## src/rtl/msq_pkg.sv

```systemverilog
`default_nettype none
package msq_pkg;

  localparam int unsigned CFG_DATA_W  = 16;
  localparam int unsigned CFG_INDEX_W = 3;

  localparam logic [CFG_INDEX_W-1:0] CFG_KEY_OFFSET   = 3'd0;
  localparam logic [CFG_INDEX_W-1:0] CFG_LAST_STEP    = 3'd1;
  localparam logic [CFG_INDEX_W-1:0] CFG_VELOCITY     = 3'd2;
  localparam logic [CFG_INDEX_W-1:0] CFG_CHANNEL      = 3'd3;
  localparam logic [CFG_INDEX_W-1:0] CFG_DEFAULT_DUR  = 3'd4;

  localparam logic [6:0]  RST_KEY_OFFSET  = 7'd48;
  localparam logic [7:0]  RST_LAST_STEP   = 8'd110;
  localparam logic [6:0]  RST_VELOCITY    = 7'd80;
  localparam logic [3:0]  RST_CHANNEL     = 4'd0;
  localparam logic [15:0] RST_DEFAULT_DUR = 16'd100;

  localparam logic [7:0] STATUS_OFF = 8'h80;
  localparam logic [7:0] STATUS_ON  = 8'h90;

  typedef enum logic [1:0] {
    OP_TICK  = 2'd0,
    OP_ADD   = 2'd1,
    OP_REL   = 2'd2,
    OP_CLEAR = 2'd3
  } op_t;

  typedef enum logic [1:0] {
    KIND_ON    = 2'd0,
    KIND_OFF   = 2'd1,
    KIND_SCHED = 2'd2
  } kind_t;

  typedef struct packed {
    logic [6:0]  key_offset;
    logic [7:0]  last_step;
    logic [6:0]  velocity;
    logic [3:0]  channel;
    logic [15:0] default_duration;
  } cfg_t;

  typedef struct packed {
    logic [7:0]  step;
    logic [15:0] offset;
    logic [15:0] duration;
    logic [6:0]  note;
  } entry_t;

  typedef struct packed {
    logic        en;
    kind_t       kind;
    logic [6:0]  note;
    logic [15:0] on_delay;
    logic [15:0] duration;
    logic        last;
  } emit_t;

  typedef enum logic [3:0] {
    S_IDLE,
    S_TK_RD,
    S_TK_CHK,
    S_TK_FLUSH,
    S_ADD_ON,
    S_ADD_RD,
    S_ADD_OFF,
    S_ADD_WR,
    S_REL_RD,
    S_REL_OFF,
    S_CLR_RD,
    S_CLR_OFF
  } state_t;

endpackage
`default_nettype wire

```

## src/rtl/msq_ram.sv

```systemverilog
`default_nettype none
module msq_ram #(
  parameter int unsigned WIDTH = 8,
  parameter int unsigned DEPTH = 16
) (
  input  wire logic                                      clk,
  input  wire logic                                      we,
  input  wire logic [((DEPTH > 1) ? $clog2(DEPTH) : 1)-1:0] waddr,
  input  wire logic [WIDTH-1:0]                          wdata,
  input  wire logic                                      re,
  input  wire logic [((DEPTH > 1) ? $clog2(DEPTH) : 1)-1:0] raddr,
  output logic      [WIDTH-1:0]                          rdata
);

  logic [WIDTH-1:0] mem [DEPTH];
  logic [WIDTH-1:0] rdata_r;

  always_ff @(posedge clk) begin
    if (we) begin
      mem[waddr] <= wdata;
    end
    if (re) begin
      rdata_r <= mem[raddr];
    end
  end

  assign rdata = rdata_r;

endmodule
`default_nettype wire

```

## src/rtl/msq_cfg.sv

```systemverilog
`default_nettype none
module msq_cfg
  import msq_pkg::*;
(
  input  wire logic                   clk,
  input  wire logic                   rst_n,
  input  wire logic                   wr_en,
  input  wire logic [CFG_INDEX_W-1:0] wr_index,
  input  wire logic [CFG_DATA_W-1:0]  wr_data,
  output cfg_t                        cfg
);

  cfg_t cfg_r;
  cfg_t cfg_nxt;

  always_comb begin
    cfg_nxt = cfg_r;
    if (wr_en) begin
      case (wr_index)
        CFG_KEY_OFFSET:  cfg_nxt.key_offset       = wr_data[6:0];
        CFG_LAST_STEP:   cfg_nxt.last_step        = wr_data[7:0];
        CFG_VELOCITY:    cfg_nxt.velocity         = wr_data[6:0];
        CFG_CHANNEL:     cfg_nxt.channel          = wr_data[3:0];
        CFG_DEFAULT_DUR: cfg_nxt.default_duration = wr_data[15:0];
        default: ;
      endcase
    end
  end

  always_ff @(posedge clk) begin
    if (!rst_n) begin
      cfg_r.key_offset       <= RST_KEY_OFFSET;
      cfg_r.last_step        <= RST_LAST_STEP;
      cfg_r.velocity         <= RST_VELOCITY;
      cfg_r.channel          <= RST_CHANNEL;
      cfg_r.default_duration <= RST_DEFAULT_DUR;
    end else begin
      cfg_r <= cfg_nxt;
    end
  end

  assign cfg = cfg_r;

endmodule
`default_nettype wire

```

## src/rtl/midi_step_sequencer.sv

```systemverilog
`default_nettype none
// Loop step sequencer with a note table of CAPACITY entries kept as a ring in one
// single-port-read RAM. One request is taken at a time; in_stall stays high until the
// sequencer returns to idle. The single RAM read port sets the pace: a tick or a clear
// walks the table one stored note at a time, reading each before it acts; an add emits
// its note-on, then on a full table reads and evicts the oldest note; a release reads
// the newest note and emits its note-off. Results pass through one output register,
// so out_stall can hold any emitting state. Eviction moves the ring head, nothing is
// copied. Entries need no clearing pass after reset; count and head are reset.
module midi_step_sequencer
  import msq_pkg::*;
#(
  parameter int unsigned CAPACITY = 64
) (
  input  wire logic                   clk,
  input  wire logic                   rst_n,
  // request channel
  input  wire logic                   in_valid,
  output logic                        in_stall,
  input  wire logic [1:0]             in_op,
  input  wire logic [6:0]             in_note_index,
  input  wire logic [15:0]            in_offset_ms,
  input  wire logic [15:0]            in_held_ms,
  // result channel
  output logic                        out_valid,
  input  wire logic                   out_stall,
  output logic [1:0]                  out_kind,
  output logic [7:0]                  out_status_byte,
  output logic [6:0]                  out_key,
  output logic [6:0]                  out_vel,
  output logic [15:0]                 out_on_delay,
  output logic [16:0]                 out_off_delay,
  output logic                        out_last,
  // register writes
  input  wire logic                   cfg_valid,
  output logic                        cfg_ready,
  input  wire logic [CFG_INDEX_W-1:0] cfg_index,
  input  wire logic [CFG_DATA_W-1:0]  cfg_data
);

  localparam int unsigned PW = (CAPACITY > 1) ? $clog2(CAPACITY) : 1;
  localparam int unsigned CW = $clog2(CAPACITY + 1);
  localparam int unsigned SW = CW + 1;

  // ring pointer plus offset, offset at most CAPACITY
  function automatic logic [PW-1:0] ptr_add(input logic [PW-1:0] p, input logic [CW-1:0] n);
    logic [SW-1:0] sum;
    sum = SW'(p) + SW'(n);
    if (sum >= SW'(CAPACITY)) begin
      sum = sum - SW'(CAPACITY);
    end
    return sum[PW-1:0];
  endfunction

  cfg_t cfg;

  state_t        state_r, state_nxt;
  logic [CW-1:0] count_r, count_nxt;
  logic [PW-1:0] head_r, head_nxt;
  logic [PW-1:0] rptr_r, rptr_nxt;
  logic [CW-1:0] idx_r, idx_nxt;
  logic [7:0]    pos_r, pos_nxt;
  logic          pend_v_r, pend_v_nxt;
  entry_t        pend_r, pend_nxt;
  logic [6:0]    note_r, note_nxt;
  logic [15:0]   offset_r, offset_nxt;
  logic [15:0]   held_r, held_nxt;

  logic          out_valid_r, out_valid_nxt;
  kind_t         out_kind_r, out_kind_nxt;
  logic [7:0]    out_status_r, out_status_nxt;
  logic [6:0]    out_key_r, out_key_nxt;
  logic [6:0]    out_vel_r, out_vel_nxt;
  logic [15:0]   out_on_r, out_on_nxt;
  logic [16:0]   out_off_r, out_off_nxt;
  logic          out_last_r, out_last_nxt;

  logic                        ram_we, ram_re;
  logic [PW-1:0]               ram_waddr;
  logic [$bits(entry_t)-1:0]   ram_wdata, ram_rdata;
  entry_t                      rd;
  entry_t                      wr_ent;

  emit_t         em;
  logic          free;
  logic          full;
  logic          match;
  logic          scan_end;
  logic [7:0]    pos_adv;

  msq_cfg u_cfg (
    .clk      (clk),
    .rst_n    (rst_n),
    .wr_en    (cfg_valid & cfg_ready),
    .wr_index (cfg_index),
    .wr_data  (cfg_data),
    .cfg      (cfg)
  );

  msq_ram #(
    .WIDTH ($bits(entry_t)),
    .DEPTH (CAPACITY)
  ) u_table (
    .clk   (clk),
    .we    (ram_we),
    .waddr (ram_waddr),
    .wdata (ram_wdata),
    .re    (ram_re),
    .raddr (rptr_r),
    .rdata (ram_rdata)
  );

  assign rd        = entry_t'(ram_rdata);
  assign ram_wdata = wr_ent;
  assign cfg_ready = 1'b1;
  assign in_stall  = (state_r != S_IDLE);

  assign free     = !out_valid_r || !out_stall;
  assign full     = (count_r == CW'(CAPACITY));
  assign match    = (rd.step == pos_r);
  assign scan_end = (idx_r == count_r - CW'(1));
  assign pos_adv  = (pos_r == cfg.last_step) ? 8'd0 : pos_r + 8'd1;

  always_comb begin
    state_nxt  = state_r;
    count_nxt  = count_r;
    head_nxt   = head_r;
    rptr_nxt   = rptr_r;
    idx_nxt    = idx_r;
    pos_nxt    = pos_r;
    pend_v_nxt = pend_v_r;
    pend_nxt   = pend_r;
    note_nxt   = note_r;
    offset_nxt = offset_r;
    held_nxt   = held_r;
    ram_re     = 1'b0;
    ram_we     = 1'b0;
    ram_waddr  = rptr_r;
    wr_ent     = rd;
    em         = '0;
    em.kind    = KIND_ON;

    case (state_r)
      S_IDLE: begin
        if (in_valid) begin
          note_nxt   = in_note_index;
          offset_nxt = in_offset_ms;
          held_nxt   = in_held_ms;
          case (op_t'(in_op))
            OP_TICK: begin
              idx_nxt    = '0;
              rptr_nxt   = head_r;
              pend_v_nxt = 1'b0;
              state_nxt  = (count_r == '0) ? S_TK_FLUSH : S_TK_RD;
            end
            OP_ADD: begin
              state_nxt = S_ADD_ON;
            end
            OP_REL: begin
              if (count_r != '0) begin
                rptr_nxt  = ptr_add(head_r, count_r - CW'(1));
                state_nxt = S_REL_RD;
              end
            end
            OP_CLEAR: begin
              if (count_r != '0) begin
                idx_nxt   = '0;
                rptr_nxt  = head_r;
                state_nxt = S_CLR_RD;
              end
            end
            default: ;
          endcase
        end
      end

      S_TK_RD: begin
        ram_re    = 1'b1;
        state_nxt = S_TK_CHK;
      end

      S_TK_CHK: begin
        // a match must push the held one out first; the final match is kept back
        // so it can carry last
        if (!(match && pend_v_r && !free)) begin
          if (match) begin
            if (pend_v_r) begin
              em.en       = 1'b1;
              em.kind     = KIND_SCHED;
              em.note     = pend_r.note;
              em.on_delay = pend_r.offset;
              em.duration = pend_r.duration;
            end
            pend_nxt   = rd;
            pend_v_nxt = 1'b1;
          end
          rptr_nxt  = ptr_add(rptr_r, CW'(1));
          idx_nxt   = idx_r + CW'(1);
          state_nxt = scan_end ? S_TK_FLUSH : S_TK_RD;
        end
      end

      S_TK_FLUSH: begin
        if (!pend_v_r || free) begin
          if (pend_v_r) begin
            em.en       = 1'b1;
            em.kind     = KIND_SCHED;
            em.note     = pend_r.note;
            em.on_delay = pend_r.offset;
            em.duration = pend_r.duration;
            em.last     = 1'b1;
          end
          pend_v_nxt = 1'b0;
          pos_nxt    = pos_adv;
          state_nxt  = S_IDLE;
        end
      end

      S_ADD_ON: begin
        if (free) begin
          em.en     = 1'b1;
          em.kind   = KIND_ON;
          em.note   = note_r;
          em.last   = !full;
          rptr_nxt  = head_r;
          state_nxt = full ? S_ADD_RD : S_ADD_WR;
        end
      end

      S_ADD_RD: begin
        ram_re    = 1'b1;
        state_nxt = S_ADD_OFF;
      end

      S_ADD_OFF: begin
        if (free) begin
          em.en     = 1'b1;
          em.kind   = KIND_OFF;
          em.note   = rd.note;
          em.last   = 1'b1;
          head_nxt  = ptr_add(head_r, CW'(1));
          count_nxt = count_r - CW'(1);
          state_nxt = S_ADD_WR;
        end
      end

      S_ADD_WR: begin
        ram_we          = 1'b1;
        ram_waddr       = ptr_add(head_r, count_r);
        wr_ent.step     = pos_r;
        wr_ent.offset   = offset_r;
        wr_ent.duration = cfg.default_duration;
        wr_ent.note     = note_r;
        count_nxt       = count_r + CW'(1);
        state_nxt       = S_IDLE;
      end

      S_REL_RD: begin
        ram_re    = 1'b1;
        state_nxt = S_REL_OFF;
      end

      S_REL_OFF: begin
        if (free) begin
          em.en           = 1'b1;
          em.kind         = KIND_OFF;
          em.note         = rd.note;
          em.last         = 1'b1;
          ram_we          = 1'b1;
          wr_ent.duration = held_r;
          state_nxt       = S_IDLE;
        end
      end

      S_CLR_RD: begin
        ram_re    = 1'b1;
        state_nxt = S_CLR_OFF;
      end

      S_CLR_OFF: begin
        if (free) begin
          em.en    = 1'b1;
          em.kind  = KIND_OFF;
          em.note  = rd.note;
          em.last  = scan_end;
          rptr_nxt = ptr_add(rptr_r, CW'(1));
          idx_nxt  = idx_r + CW'(1);
          if (scan_end) begin
            count_nxt = '0;
            state_nxt = S_IDLE;
          end else begin
            state_nxt = S_CLR_RD;
          end
        end
      end

      default: state_nxt = S_IDLE;
    endcase
  end

  // output register
  always_comb begin
    out_valid_nxt  = out_valid_r;
    out_kind_nxt   = out_kind_r;
    out_status_nxt = out_status_r;
    out_key_nxt    = out_key_r;
    out_vel_nxt    = out_vel_r;
    out_on_nxt     = out_on_r;
    out_off_nxt    = out_off_r;
    out_last_nxt   = out_last_r;
    if (em.en) begin
      out_valid_nxt  = 1'b1;
      out_kind_nxt   = em.kind;
      out_status_nxt = ((em.kind == KIND_OFF) ? STATUS_OFF : STATUS_ON) | {4'b0, cfg.channel};
      out_key_nxt    = em.note + cfg.key_offset;
      out_vel_nxt    = cfg.velocity;
      out_on_nxt     = em.on_delay;
      out_off_nxt    = 17'(em.on_delay) + 17'(em.duration);
      out_last_nxt   = em.last;
    end else if (out_valid_r && !out_stall) begin
      out_valid_nxt = 1'b0;
    end
  end

  always_ff @(posedge clk) begin
    if (!rst_n) begin
      state_r     <= S_IDLE;
      count_r     <= '0;
      head_r      <= '0;
      pos_r       <= '0;
      pend_v_r    <= 1'b0;
      out_valid_r <= 1'b0;
    end else begin
      state_r     <= state_nxt;
      count_r     <= count_nxt;
      head_r      <= head_nxt;
      pos_r       <= pos_nxt;
      pend_v_r    <= pend_v_nxt;
      out_valid_r <= out_valid_nxt;
    end
  end

  always_ff @(posedge clk) begin
    rptr_r       <= rptr_nxt;
    idx_r        <= idx_nxt;
    pend_r       <= pend_nxt;
    note_r       <= note_nxt;
    offset_r     <= offset_nxt;
    held_r       <= held_nxt;
    out_kind_r   <= out_kind_nxt;
    out_status_r <= out_status_nxt;
    out_key_r    <= out_key_nxt;
    out_vel_r    <= out_vel_nxt;
    out_on_r     <= out_on_nxt;
    out_off_r    <= out_off_nxt;
    out_last_r   <= out_last_nxt;
  end

  assign out_valid       = out_valid_r;
  assign out_kind        = out_kind_r;
  assign out_status_byte = out_status_r;
  assign out_key         = out_key_r;
  assign out_vel         = out_vel_r;
  assign out_on_delay    = out_on_r;
  assign out_off_delay   = out_off_r;
  assign out_last        = out_last_r;

  // the table never holds more than its capacity
  assert property (@(posedge clk) disable iff (!rst_n)
    count_r <= CW'(CAPACITY))
    else $error("note count above capacity");

  // storing a new note always finds a free slot
  assert property (@(posedge clk) disable iff (!rst_n)
    (state_r == S_ADD_WR) |-> (count_r < CW'(CAPACITY)))
    else $error("add writes into a full table");

  // the loop position only moves at the end of a tick
  assert property (@(posedge clk) disable iff (!rst_n)
    ($past(rst_n) && !$stable(pos_r)) |-> ($past(state_r) == S_TK_FLUSH))
    else $error("loop position moved outside a tick");

  // the ring head only moves on eviction
  assert property (@(posedge clk) disable iff (!rst_n)
    ($past(rst_n) && !$stable(head_r)) |-> ($past(state_r) == S_ADD_OFF))
    else $error("table head moved outside an eviction");

  // no new result is loaded over one still waiting
  assert property (@(posedge clk) disable iff (!rst_n)
    (out_valid_r && out_stall) |-> !em.en)
    else $error("result overwritten while stalled");

endmodule
`default_nettype wire

```

## config.mk

```make
export PLATFORM = sky130hd
export DESIGN_NAME = midi_step_sequencer
export DESIGN_NICKNAME = d
export VERILOG_FILES = /design/src/rtl/msq_pkg.sv /design/src/rtl/msq_ram.sv /design/src/rtl/msq_cfg.sv /design/src/rtl/midi_step_sequencer.sv
export SDC_FILE = /design/constraint.sdc
export NUM_CORES = 2
export LEC_CHECK = 0
export BUFFER_PORTS_ARGS = -buffer_cell sky130_fd_sc_hd__buf_2
export CAP_MARGIN = 20
export CORE_MARGIN = 4
export CORE_UTILIZATION = 37
export DETAILED_ROUTE_END_ITERATION = 6
export GPL_TIMING_DRIVEN = 1
export RECOVER_POWER = 50
export SETUP_SLACK_MARGIN = 0.15
export SLEW_MARGIN = 40
export SYNTH_ARGS = -nofsm -noshare
export SYNTH_HDL_FRONTEND = slang
export SYNTH_HIERARCHICAL = 1
export SYNTH_SLANG_ARGS = --single-unit
```

## constraint.sdc

```tcl
create_clock -name clk -period 6.7 [get_ports clk]
set_clock_uncertainty 0.1 [all_clocks]
set_input_delay 0.67 -clock clk [delete_from_list [all_inputs] [get_ports clk]]
set_output_delay 0.67 -clock clk [all_outputs]
set_load 0.01 [all_outputs]
```

-- Yosys cells after proc, flatten, opt, wreduce, memory -nomap -nowiden
Memory sizes are Yosys's and may differ from the RTL's. A register that Yosys moved wholly into a read port is not among the register bits.
Cells that the tools add are included.
- RAM bits: 3008
- memory bits (read-only): 0
- input port bits: 65
- bits in latches: 0
- register bits after elaboration: 218
- logic and storage cells: 191
- output and inout port bits: 61
- memories kept: 1
- memory list (name ; words ; bits a word ; rd ports ; clocked after memory_dff ; write ports ; RTL line ; source):
    u_table.mem ; 64 ; 47 ; 1 ; 1 ; 1 ; msq_ram.sv:15 ; logic [WIDTH-1:0] mem [DEPTH];
- bitwise gates (word level): 2
- multiply operators: 0
- equal/unequal tests: 37
- shift operators: 0
- divide/modulo/power cells: 0
- $add $sub $neg: 14
- magnitude comparators: 4
- multiplexer cells: 69
- reduce and logical (&&, ||, !) cells: 38
- operator list (kind ; number):
    two-way mux 42 bit ; 3
    two-way mux 43 bit ; 2
    two-way mux 6 bit ; 11
    case mux 32 bit (2 select lines) ; 1
    two-way mux 7 bit ; 8
    case mux 4 bit (11 select lines) ; 1
    case mux 7 bit (3 select lines) ; 2
    two-way mux 4 bit ; 10
    case mux 10 bit (4 select lines) ; 1
    case mux 16 bit (2 select lines) ; 1
    two-way mux 24 bit ; 1
    case mux 6 bit (4 select lines) ; 1
    subtractor 6 x 1 -> 6 bit (second input constant) ; 4
    two-way mux 10 bit ; 2
    != test 2 bit (second input constant) ; 9
    case mux 6 bit (3 select lines) ; 1
    adder 16 x 16 -> 17 bit ; 1
    adder 6 x 7 -> 8 bit ; 2
    equality test 4 x 3 -> 1 bit (second input constant) ; 4
    equality test 4 bit (second input constant) ; 4
    equality test 8 bit ; 2
    greater-or-equal comparator 8 x 7 -> 1 bit (second input constant) ; 2
    two-way mux 16 bit ; 1
    case mux 4 bit (4 select lines) ; 1
    49 further kinds ; 89

-- Depth between registers and ports, before layout
- depth after elaboration: 9
- depth in mapped cells: 17
- mapped depth without buffers: 15

-- Modules after synthesis
The synthesis kept the hierarchy.
- modules (own cells, without submodules) (module ; seq. area each (um^2) ; instances ; area an instance (um^2) ; cells an instance):
    msq_ram ; 91738.0 ; 1 ; 115680.9 ; 4836
    midi_step_sequencer ; 4924.7 ; 1 ; 9267.6 ; 889
    msq_cfg ; 840.8 ; 1 ; 1671.6 ; 167

-- Worst setup path after synthesis
Ideal clock, no wire load.
- path type: input to register
- start: input port out_stall
- end: memory u_table/mem[32][0] (netlist name), enable pin
- library setup time: 0.510 ns
- stages on the path: 9
- arrival time: 5.818 ns
- data required time: 6.090 ns
- buffers on the path: 2
- setup slack: 0.273 ns
- path through: and2_1 > clkbuf_1 > nor3_1 > nor2_1 > clkbuf_1 > inv_2 > nand3b_1 > or3_1 > nor3_1
- longest elaborated chain between the ends: 6
- RTL lines (item ; RTL line ; source):
    start, declared ; midi_step_sequencer.sv:26 ; input wire logic out_stall,
    logical NOT 1 bit ; midi_step_sequencer.sv:118 ; assign free = !out_valid_r || !out_stall;
    logical OR 1 bit ; midi_step_sequencer.sv:118 ;
    two-way mux 1 bit ; midi_step_sequencer.sv:264 ; if (free) begin
    case mux 1 bit (2 select lines) ; midi_step_sequencer.sv:143 ; case (state_r)
    named net ram_we ; midi_step_sequencer.sv:78 ; logic ram_we, ram_re;
    two-way mux 1 bit ; msq_ram.sv:19 ; if (we) begin
    two-way mux 1 bit (not written as such) ; msq_ram.sv:20 ; mem[waddr] <= wdata;
    end, declared ; msq_ram.sv:15 ;
The timed path passes the listed nets, and every way through them passes these cells.

==> impl_metrics.yaml <==
synth:
  async_flop_share: 0
  yosys-mux-area-fraction: 0.156
  ys_warn_count: 6
  synth_xor_area_frac: 0.00509
  netlist_area_um2: 127000
  synth_compound_area_frac: 0.0247
  yosys.area_share.simple: 0.0253
  synth_edf_count: 3201
  synth_area_per_cell_um2: 21.5
  synthDistinctLibCells: 80
  synth_top_family_by_area: "multiplexers"
  synth_area_leaders: "edfxtp_1 76%, mux4_2 14%, mux2i_1 1.4%, dfxtp_1 1.1%, nand2_1 0.76%"
  synth-main-ff-cell: "edfxtp_1"
  yosysTopAreaCell: "edfxtp_1"
  syn_inst: 5892
  yosysSeqAreaShare: 0.770
  synth_top_area_share: 0.759
  yosys.area_share.adder: 0.00439
  synth-seq-cells: 3270
floorplanning:
  io-pin-count: 126
  start_util: 0.372
  die_y_um: 593
  coreArea_um2: 340000
  dieArea_um2: 352000
  fp.dieW_um: 593
  row_count: 214
setup_path:
  crit_slowest_cell: "clkbuf_2"
  critPathMaxFanout: 74
  cpPeakStageDelay_ns: 1.89
  path_class: "reg2reg"
  crit_path_end_kind: "register"
  crit_path_frequent_cell: "mux4_2"
  worst_r2r_path_depth: 6
  worst_ep_required_time_ns: 7.20
  r2r_slack_ns: 1.01
  cp_cell_sequence: "clkbuf_2 -> buf_4 -> mux4_2 -> mux4_2 -> o22ai_1 -> nor2_1"
  cp.arrival_ns: 6.18
  start_kind: "register"
cells_and_area:
  fin_nets: 6442
  drive_gt1_frac: 0.256
  area_delta_synth_final_pct: 15.3
  layout_common_cells: "3,201 x edfxtp_1, 798 x mux4_2, 341 x clkbuf_16, 240 x nand2_1, 181 x mux2i_1"
  final_common_cell: "edfxtp_1"
  n_fill_cell: 28800
clocking:
  cts_tree: "built"
  clk_latency_ns: 0.94
  post-cts-setup-buffers: 0
  numCtsBuffers: 340
  cts_hold_buffers: 53
  postCtsResizedCells: 0
  cts.sinks: 3270
  ctsLongestPathBuffers: 4
  clk_pin_slew_ns: 0.06
  htreeDepth: 5
  clock-root-buffer: "clkbuf_16"
detailed_routing:
  drtAntennaViolNets: 0
  drtIter0Drc: 8215
  routed_wl_um: 347000
  vias: 63500
  wire_per_inst_um: 31.2
  viasPerCell: 5.69
  dr.pass1.iters: 7
  drc: 4
sta:
  setup_viol: 0
  worst_slack_ns: 1.01
  relSlewSlack: -1.90
  drv_slew: 2187
  max_clock_freq_mhz: 176
  hold_violations: 0
  hold_ws_ns: 0.145
  worst_slew_pin_slew_ns: 4.35
  rsz0062_at_grt: "false"
  fin_tns_setup_ns: 0
  fin_crit_sh: 0.849
  period_needed_ns: 5.69
power:
  leakage_nw: 45.7
  total_power_mw: 64.9
  ir_worst_vdd_uv: 381
  p_per_area_nw_per_um2: 445
global_route:
  grt_pass1_wl_um: 490000
  grt_max_degree: 90
  grt_util_all_layers: 0.194
  grt_antenna_before_repair: 27
  grt_pass1_vias: 63100
  overflow: 0
placed_design:
  place_congestion: 0.839
  io_buffers: 121
  hpwl_um: 200000
  post-place-ws_ns: 1.85
run_status:
  outcome: "finished with violations"
  violations: "design-rule violations, max-capacitance violations, max-slew violations"
min_path:
  hold_class: "in2reg"
  hold_depth: 3
run:
  drv_cap: 32
critical path: cells and delay by family, from the launching register on:
family | cells | cell delay [ns]
AO/OA/AOI/OAI | 1 | 0.63
buffers and inverters | 2 | 2.57
flip-flops | 1 | 0.67
multiplexers | 2 | 0.84
AND/OR/NAND/NOR | 1 | 0.32
synthesized netlist by cell type, drive strengths merged, types with 6 or more instances:
cell type,instances
or3,7
nor2b,46
a22oi,40
buf,153
xnor2,32
a21oi,130
dfxtp,69
a311oi,14
a21o,13
nand4,7
edfxtp,3201
nor2,226
mux4,798
a222oi,7
o21ai,36
a211oi,7
and2,36
xor2,39
nand3,26
o221ai,42
nand3b,9
nor3,25
mux2i,181
nand2,257
ha,38
nor4,6
o22ai,136
and3,11
clkbuf,175
inv,29
nand2b,14
a41o,6
or3b,7
through the flow:
step / util / area, um2 / cells
detailed placement: 0.395 / 135000 / 10500
global route: 0.429 / 146000 / 11100
floorplan: - / 127000 / 5894
global placement: 0.394 / 134000 / 10500
finish: 0.429 / 146000 / 11100
CTS: 0.429 / 146000 / 11100
registers in the layout, summed over array words and instances (netlist names), 5 cells and up:
register and flops:
out_on_delay 16, out_key 7, offset_r 16, head_r 6, out_vel 7, count_r 7
out_off_delay 17, pend_r 39, out_status_byte 5, u_table/mem 3008, rptr_r 6, idx_r 7
held_r 16, u_cfg/cfg 42, u_table/rdata 47, pos_r 8, note_r 7
metal layers:
layer,up-vias,wire (um),share of wire,GRT usage
met1,34200,140000,0.40,0.274
li1,25500,-,-,-
met3,507,36400,0.10,0.0491
met5,-,52,0.00015,0
met2,3262,161000,0.46,0.301
met4,6,9920,0.029,0.0523
final cells by class:
cell class / instances / area, um2 / share of cell area
Antenna cell: 10 / 25.0 / 0.000171
Clock inverter: 196 / 2170 / 0.0149
Timing Repair Buffer: 427 / 3720 / 0.0255
Tap cell: 4536 / 5680 / 0.0389
Inverter: 29 / 109 / 0.000746
Multi-Input combinational cell: 2267 / 27900 / 0.191
Clock buffer: 413 / 8820 / 0.0605
Sequential cell: 3270 / 97500 / 0.668
path summary, 6_finish.rpt:
path / startpoint / endpoint
worst max-delay path: rptr_r[1] / u_table/rdata[42]
worst min-delay path: cfg_data[0] / u_cfg/cfg[35]
worst min register to register: u_cfg/cfg[17] / out_status_byte[1]
worst max register to register: rptr_r[1] / u_table/rdata[42]
report_power, final:
group | internal, mW | switching, mW
clock network | 10.7 | 7.97
logic | 6.52 | 12.8
registers | 26.4 | 0.475
total | 43.6 | 21.2
logic make-up after synthesis:
logic type / after synthesis
flip-flops: 3270
AO/OA/AOI/OAI: 471
adder cells (fa/ha/maj): 42
other: 2
AND/OR/NAND/NOR: 699
XOR/XNOR: 72
buffers and inverters: 357
multiplexers: 979
Power figures use the tool's default switching activity.
